File: config.mk
export PLATFORM = sky130hd
export DESIGN_NAME = vgfps_ctrl
export DESIGN_NICKNAME = d
export VERILOG_FILES = /design/src/hdl/vgfps_pkg.sv /design/src/hdl/vgfps_ctrl.sv
export VERILOG_INCLUDE_DIRS = /design/src /design/src/hdl
export SDC_FILE = /design/constraint.sdc
export NUM_CORES = 1
export LEC_CHECK = 0
export BUFFER_PORTS_ARGS = -buffer_cell sky130_fd_sc_hd__buf_2
export CAP_MARGIN = 10
export CORE_AREA = 5 5 42 44
export DETAILED_ROUTE_END_ITERATION = 12
export DIE_AREA = 0 0 47 49
export PLACE_DENSITY = 0.61
export SETUP_SLACK_MARGIN = 0.15
export SLEW_MARGIN = 0
export SYNTH_ARGS = -nofsm -noshare
export SYNTH_HDL_FRONTEND = slang
export SYNTH_SLANG_ARGS = --single-unit
File: constraint.sdc
create_clock -name clk -period 1.7 [get_ports clk]
set_input_delay 0.085 -clock clk [delete_from_list [all_inputs] [get_ports clk]]
set_output_delay 0.085 -clock clk [all_outputs]
set_load 0.03 [all_outputs]
File: src/hdl/assert_macros.svh
// Assertion helpers for the RTL files; included by vgfps_ctrl.
`ifndef ASSERT_MACROS_SVH
`define ASSERT_MACROS_SVH

// Property checked on every rising edge, quiet while reset is high.
`define ASSERT_CLK(lbl, clk_s, rst_s, prop) \
  lbl: assert property (@(posedge clk_s) disable iff (rst_s) prop) \
    else $error("assertion failed");

// Property checked on every rising edge, reset cycles included.
`define ASSERT_ALWAYS(lbl, clk_s, prop) \
  lbl: assert property (@(posedge clk_s) prop) \
    else $error("assertion failed");

`endif

File: src/hdl/vgfps_pkg.sv
package vgfps_pkg;

  // Occupancy store size and id handling.
  localparam int MAX_CELLS      = 65536;
  localparam int VERTEX_ID_BITS = 20;
  localparam int CELL_AW        = $clog2(MAX_CELLS);
  localparam int SAMPLE_ID_W    = 20;
  localparam int CELL_INDEX_W   = 16;
  localparam int DIM_W          = 11;

  localparam logic [33:0] CELL_LIMIT = 34'(MAX_CELLS);
  localparam logic [CELL_AW-1:0] CELL_LAST = CELL_AW'(MAX_CELLS - 1);
  localparam logic [SAMPLE_ID_W-1:0] ID_MASK =
    (VERTEX_ID_BITS >= SAMPLE_ID_W) ? {SAMPLE_ID_W{1'b1}} :
    SAMPLE_ID_W'((64'd1 << VERTEX_ID_BITS) - 64'd1);

  // Request kinds carried on the input tuser bit.
  localparam logic REQ_VERTEX = 1'b0;
  localparam logic REQ_CLEAR  = 1'b1;

  typedef enum logic [2:0] {
    CFG_CORNER_X = 3'd0,
    CFG_CORNER_Y = 3'd1,
    CFG_CORNER_Z = 3'd2,
    CFG_INV_CELL = 3'd3,
    CFG_DIM_X    = 3'd4,
    CFG_DIM_Y    = 3'd5,
    CFG_DIM_Z    = 3'd6
  } cfg_reg_t;

  typedef enum logic [3:0] {
    ST_IDLE,
    ST_CLEAR,
    ST_AX_MUL,
    ST_AX_ACC,
    ST_IDX_A,
    ST_IDX_B,
    ST_RD,
    ST_TEST,
    ST_DONE
  } state_t;

  // Controller to datapath.
  typedef struct packed {
    logic load_in;
    logic clr_step;
    logic ax_mul;
    logic ax_acc;
    logic idx_a;
    logic idx_b;
    logic test;
    logic load_out;
  } ctl_cmd_t;

  // Datapath to controller.
  typedef struct packed {
    logic in_clear;
    logic clr_last;
    logic ax_last;
    logic oog_final;
    logic out_valid;
  } dp_sts_t;

endpackage

File: src/hdl/vgfps_ctrl.sv
`include "assert_macros.svh"

module vgfps_ctrl (
  input  logic                clk,
  input  logic                rst,
  input  logic                in_valid,
  output logic                in_ready,
  input  logic                out_ready,
  input  vgfps_pkg::dp_sts_t  sts,
  output vgfps_pkg::ctl_cmd_t cmd
);

  vgfps_pkg::state_t state;
  vgfps_pkg::state_t state_next;
  logic              clr_reply;
  logic              out_free;

  assign out_free = !sts.out_valid || out_ready;

  always_ff @(posedge clk) begin
    if (rst) begin
      state     <= vgfps_pkg::ST_CLEAR;
      clr_reply <= 1'b0;
    end else begin
      state <= state_next;
      if (state == vgfps_pkg::ST_IDLE && in_valid && sts.in_clear) begin
        clr_reply <= 1'b1;
      end else if (state == vgfps_pkg::ST_CLEAR && sts.clr_last) begin
        clr_reply <= 1'b0;
      end
    end
  end

  always_comb begin
    state_next = state;
    case (state)
      vgfps_pkg::ST_IDLE: begin
        if (in_valid) begin
          state_next = sts.in_clear ? vgfps_pkg::ST_CLEAR : vgfps_pkg::ST_AX_MUL;
        end
      end
      vgfps_pkg::ST_CLEAR: begin
        if (sts.clr_last) begin
          state_next = clr_reply ? vgfps_pkg::ST_DONE : vgfps_pkg::ST_IDLE;
        end
      end
      vgfps_pkg::ST_AX_MUL: state_next = vgfps_pkg::ST_AX_ACC;
      vgfps_pkg::ST_AX_ACC: begin
        state_next = sts.ax_last ? vgfps_pkg::ST_IDX_A : vgfps_pkg::ST_AX_MUL;
      end
      vgfps_pkg::ST_IDX_A: state_next = vgfps_pkg::ST_IDX_B;
      vgfps_pkg::ST_IDX_B: state_next = vgfps_pkg::ST_RD;
      vgfps_pkg::ST_RD: begin
        state_next = sts.oog_final ? vgfps_pkg::ST_DONE : vgfps_pkg::ST_TEST;
      end
      vgfps_pkg::ST_TEST: state_next = vgfps_pkg::ST_DONE;
      vgfps_pkg::ST_DONE: begin
        if (out_free) begin
          state_next = vgfps_pkg::ST_IDLE;
        end
      end
      default: state_next = vgfps_pkg::ST_IDLE;
    endcase
  end

  always_comb begin
    cmd          = '0;
    in_ready     = 1'b0;
    case (state)
      vgfps_pkg::ST_IDLE: begin
        in_ready     = 1'b1;
        cmd.load_in  = in_valid;
      end
      vgfps_pkg::ST_CLEAR:  cmd.clr_step = 1'b1;
      vgfps_pkg::ST_AX_MUL: cmd.ax_mul   = 1'b1;
      vgfps_pkg::ST_AX_ACC: cmd.ax_acc   = 1'b1;
      vgfps_pkg::ST_IDX_A:  cmd.idx_a    = 1'b1;
      vgfps_pkg::ST_IDX_B:  cmd.idx_b    = 1'b1;
      vgfps_pkg::ST_TEST:   cmd.test     = 1'b1;
      vgfps_pkg::ST_DONE:   cmd.load_out = out_free;
      default: begin
      end
    endcase
  end

  // A result is never loaded over one that is still waiting.
  `ASSERT_CLK(a_load_free, clk, rst, cmd.load_out |-> (!sts.out_valid || out_ready))
  // The bitmap is only tested right after its read cycle.
  `ASSERT_CLK(a_test_after_rd, clk, rst,
    (state == vgfps_pkg::ST_TEST) |-> ($past(state) == vgfps_pkg::ST_RD))
  // The clearing sweep ends on its last entry.
  `ASSERT_CLK(a_clear_ends, clk, rst,
    (state == vgfps_pkg::ST_CLEAR && sts.clr_last) |=> (state != vgfps_pkg::ST_CLEAR))
  // An accepted request always leaves the idle state.
  `ASSERT_CLK(a_accept_leaves, clk, rst,
    (in_valid && in_ready) |=> (state != vgfps_pkg::ST_IDLE))

endmodule

[Word level (Yosys, flattened, before mapping)]
Index checks and enable logic that the tools add are counted.
Word-level totals
  output and inout bits: 9
  register bits: 5
  bits of input ports: 9
Cells by class
  reductions and logical operators: 8
  eq/ne operators: 11
  muxes and demuxes: 19
Operator list (count)
  $pmux W4 S9: 1
  $mux W4: 5
  $eq A4 B3 Y1 const B: 4
  $mux W1: 11
  $eq A4 B2 Y1 const B: 2
  $ne A2 B2 Y1 const B: 3
  $eq A4 B1 Y1 const B: 1
  $eq A4 B4 Y1 const B: 1
  $logic_not A4 Y1: 1
  $logic_and A1 B1 Y1: 3
  $mux W3: 1
  $reduce_and A3 Y1: 1
  $mux W2: 1
  $reduce_bool A2 Y1: 1
  $logic_not A1 Y1: 1
  $logic_or A1 B1 Y1: 1

[Longest topological paths before layout]
  word-level depth: 4
  depth in mapped cells: 4

[Worst setup path after synthesis]
No wires, ideal clock.
  path type: register -> output
  start: reg state[2]
  end: out cmd[7] in the netlist's numbering
  arrival time: 1584 ps
  slack: 31 ps
  path buffers: 1
  stages on the path, launching flop included: 4
  path through: dfxtp_1 -> buf_2 -> nor4_2 -> and2_1
RTL lines
  start: declaration: RTL line vgfps_ctrl.sv:13  | vgfps_pkg::state_t state;
  start signal: assignment: RTL line vgfps_ctrl.sv:22  | state <= vgfps_pkg::ST_CLEAR;
  start signal: assignment: RTL line vgfps_ctrl.sv:25  | state <= state_next;
  end: declaration: RTL line vgfps_ctrl.sv:10  | output vgfps_pkg::ctl_cmd_t cmd

==> flow_summary.yaml <==
synth:
  syn_avg_cell_area_um2: 7.36
  netlist_area_um2: 383
  synthCells: 52
  ys_seq_area_share_pct: 26.1
  asyncSetResetFlopFracSynth_pct: 0
  synth_cell_type_count: 25
  synth-edff-count: 0
  yosysWarnings: 0
  synth_fp_nets: 61
  synth_ff_type: "dfxtp_1"
  ys_seq_elements: 5
power:
  p_comb_share_pct: 28.7
  p_sw_w: 0.000119
  p_clk_share_pct: 35.6
  peakVddDrop_v: 0.000298
  swShare_pct: 31.4
  p_leak_nw: 0.243
  p_per_area_nw_per_um2: 738
  p_int_w: 0.000260
  seqPwrFrac_pct: 35.7
timing:
  tns_ns: 0
  hold_violations: 0
  slew-limit-headroom_pct: 77.5
  timing.fmax_mhz: 669
  setup_viol: 0
  worstMarginPinSlew_ns: 0.334
  period_minus_slack_ns: 1.50
  fin_crit_sh_pct: 88.0
  grt_setup_unrepaired: "no"
  finClkSkew_ns: 0.00527
  setup_ws_ns: 0.204
  slew_violations: 0
die:
  start_util_pct: 27.3
  ios: 18
  die_h_um: 49
  rows: 14
  coreArea_um2: 1400
  die_x_um: 47
  die_area_um2: 2300
drt:
  drt_iter0_drc: 10
  drc: 0
  wl_per_cell_um: 11.0
  ant_nets: 0
  routed_wl_um: 959
  viasPerCell: 4.93
  vias: 429
  drt_first_pass_iters: 4
global_routing:
  grt_max_degree: 13
  grt_pass1_vias: 362
  grt-ovfl-total: 0
  antenna_found_initial: 0
  grt_usage_pct: 8.86
  grt_first_pass_wirelength_um: 1510
worst_hold_path:
  hold_path.class: "input port to flop"
cts:
  cts_max_level: 1
  cts_hold_buf: 0
  cts_num_sinks: 5
  clock_path_buffers: 2
  clkSlewWorstSetupHoldPaths_ns: 0.05
  cts_root_buf: "clkbuf_4"
  cts_tree: "done"
  cts_made_buffers: 3
  clock_latency_ns: 0.24
layout:
  final_cell_mix: "buf_2 (17), nor2_1 (6), inv_1 (5)"
  final_cells: 87
  num_antenna_cells: 0
  nNetsFinal: 81
  syn_to_final_growth_pct: 34.3
  final_core_util_pct: 36.7
  layout_commonest_cell: "buf_2"
  drive_above_1_share_pct: 39.4
run:
  max-cap-violations: 0
placed_design:
  gp_congestion: 0.721
  port_buffers: 17
  pre_cts_slack_ns: 0.389
  dp_hpwl_um: 779
  dp.cells: 83
critical_path:
  slowest_delay_ns: 0.56
  crit_fanout: 10
  crit_path_start_kind: "flop"
  path_cells: "or4b_4, inv_1, buf_2"
  path_class: "flop to primary output"
  critPathCaptureType: "primary output"
  required_ns: 1.62
  cp_slowest_cell: "or4b_4"
  worstPathArrival_ns: 1.41
outcome:
  status: "finished clean"
[per-layer routing]
layer	routed length (µm)	part of all wire [%]	vias up	track usage [%]
li1	-	-	224	-
met1	427	45	190	11.8
met2	449	47	15	12.0
met3	82	8.6	0	4.80
met4	0	0	0	2.76
met5	0	0	-	0
[cells by family (layout without fill, tap and decap cells)]
| logic type | Yosys count | in the layout | synth area share, % |
|---|---|---|---|
| AND/OR/NAND/NOR | 23 | 23 | 33.3 |
| AO/OA/AOI/OAI | 14 | 14 | 25.5 |
| buffers and inverters | 9 | 28 | 12.4 |
| flip-flops | 5 | 5 | 26.1 |
| multiplexers | 1 | 1 | 2.61 |
[power by group through the flow]
stage / logic, W / clock network (W) / registers (W)
floorplan: 0.0000833 / 0 / 0.000130
global placement: 0.000110 / 0 / 0.000136
detailed placement: 0.000110 / 0 / 0.000136
CTS: 0.000110 / 0.000137 / 0.000135
global route: 0.000120 / 0.000153 / 0.000136
finish: 0.000109 / 0.000135 / 0.000135
[cells in the mapped netlist, types with 2 or more instances]
library cell  n  area share (%)
nand2_1       3             2.9
nand3_1       3             3.9
buf_2         2             2.6
a21oi_1       3             3.9
a2bb2oi_1     2             4.6
nor2_1        6             5.9
o21ai_0       2             2.6
inv_1         5             4.9
nand2b_1      2             3.3
and2_1        2             3.3
nor3_1        4             5.2
dfxtp_1       5              26
[state kept, by name, summed over array words and instances, names as in the netlist]
name,count
state,4
clr_reply,1
[cell type report]
| type | instances | area [µm²] |
|---|---|---|
| Fill cell | 168 | 887 |
| Tap cell | 16 | 20.0 |
| Inverter | 5 | 18.8 |
| Clock buffer | 4 | 26.3 |
| Timing Repair Buffer | 19 | 100 |
| Sequential cell | 5 | 105 |
| Multi-Input combinational cell | 38 | 244 |
[what timing repair did]
action | in CTS | in global routing
resized for setup | 2 | 2
buffers inserted | 0 | 0
endpoints found under the setup margin | 1 | 1
[through the flow]
step	hold slack (ns)	cell area, µm²	total power [W]
3_5_place_dp	0.323	483	0.000246
4_1_cts	0.0713	512	0.000382
5_1_grt	0.0847	514	0.000409
6_report	0.0779	514	0.000379
3_3_place_gp	0.319	483	0.000246
2_1_floorplan	0.154	392	0.000213
[worst max-delay path, delay by kind of cell, from the launching register on]
| family | cells | cell delay [ns] |
|---|---|---|
| simple gates | 1 | 0.56 |
| buf+inv | 2 | 0.26 |
| flops | 1 | 0.36 |
[worst paths after layout]
kind | end | startpoint | depth (start not counted) | slack (ns)
worst max-delay path | cmd[6] | state[1]$_SDFFE_PP0P_ | 3 | 0.20
worst min-delay path | clr_reply$_SDFFE_PP0P_ | rst | 2 | 0.08
worst max register to register | clr_reply$_SDFFE_PP0P_ | state[1]$_SDFFE_PP0P_ | 3 | 0.45
worst min register to register | clr_reply$_SDFFE_PP0P_ | clr_reply$_SDFFE_PP0P_ | 2 | 0.51
Note: power is estimated with default switching activity, not from simulation.
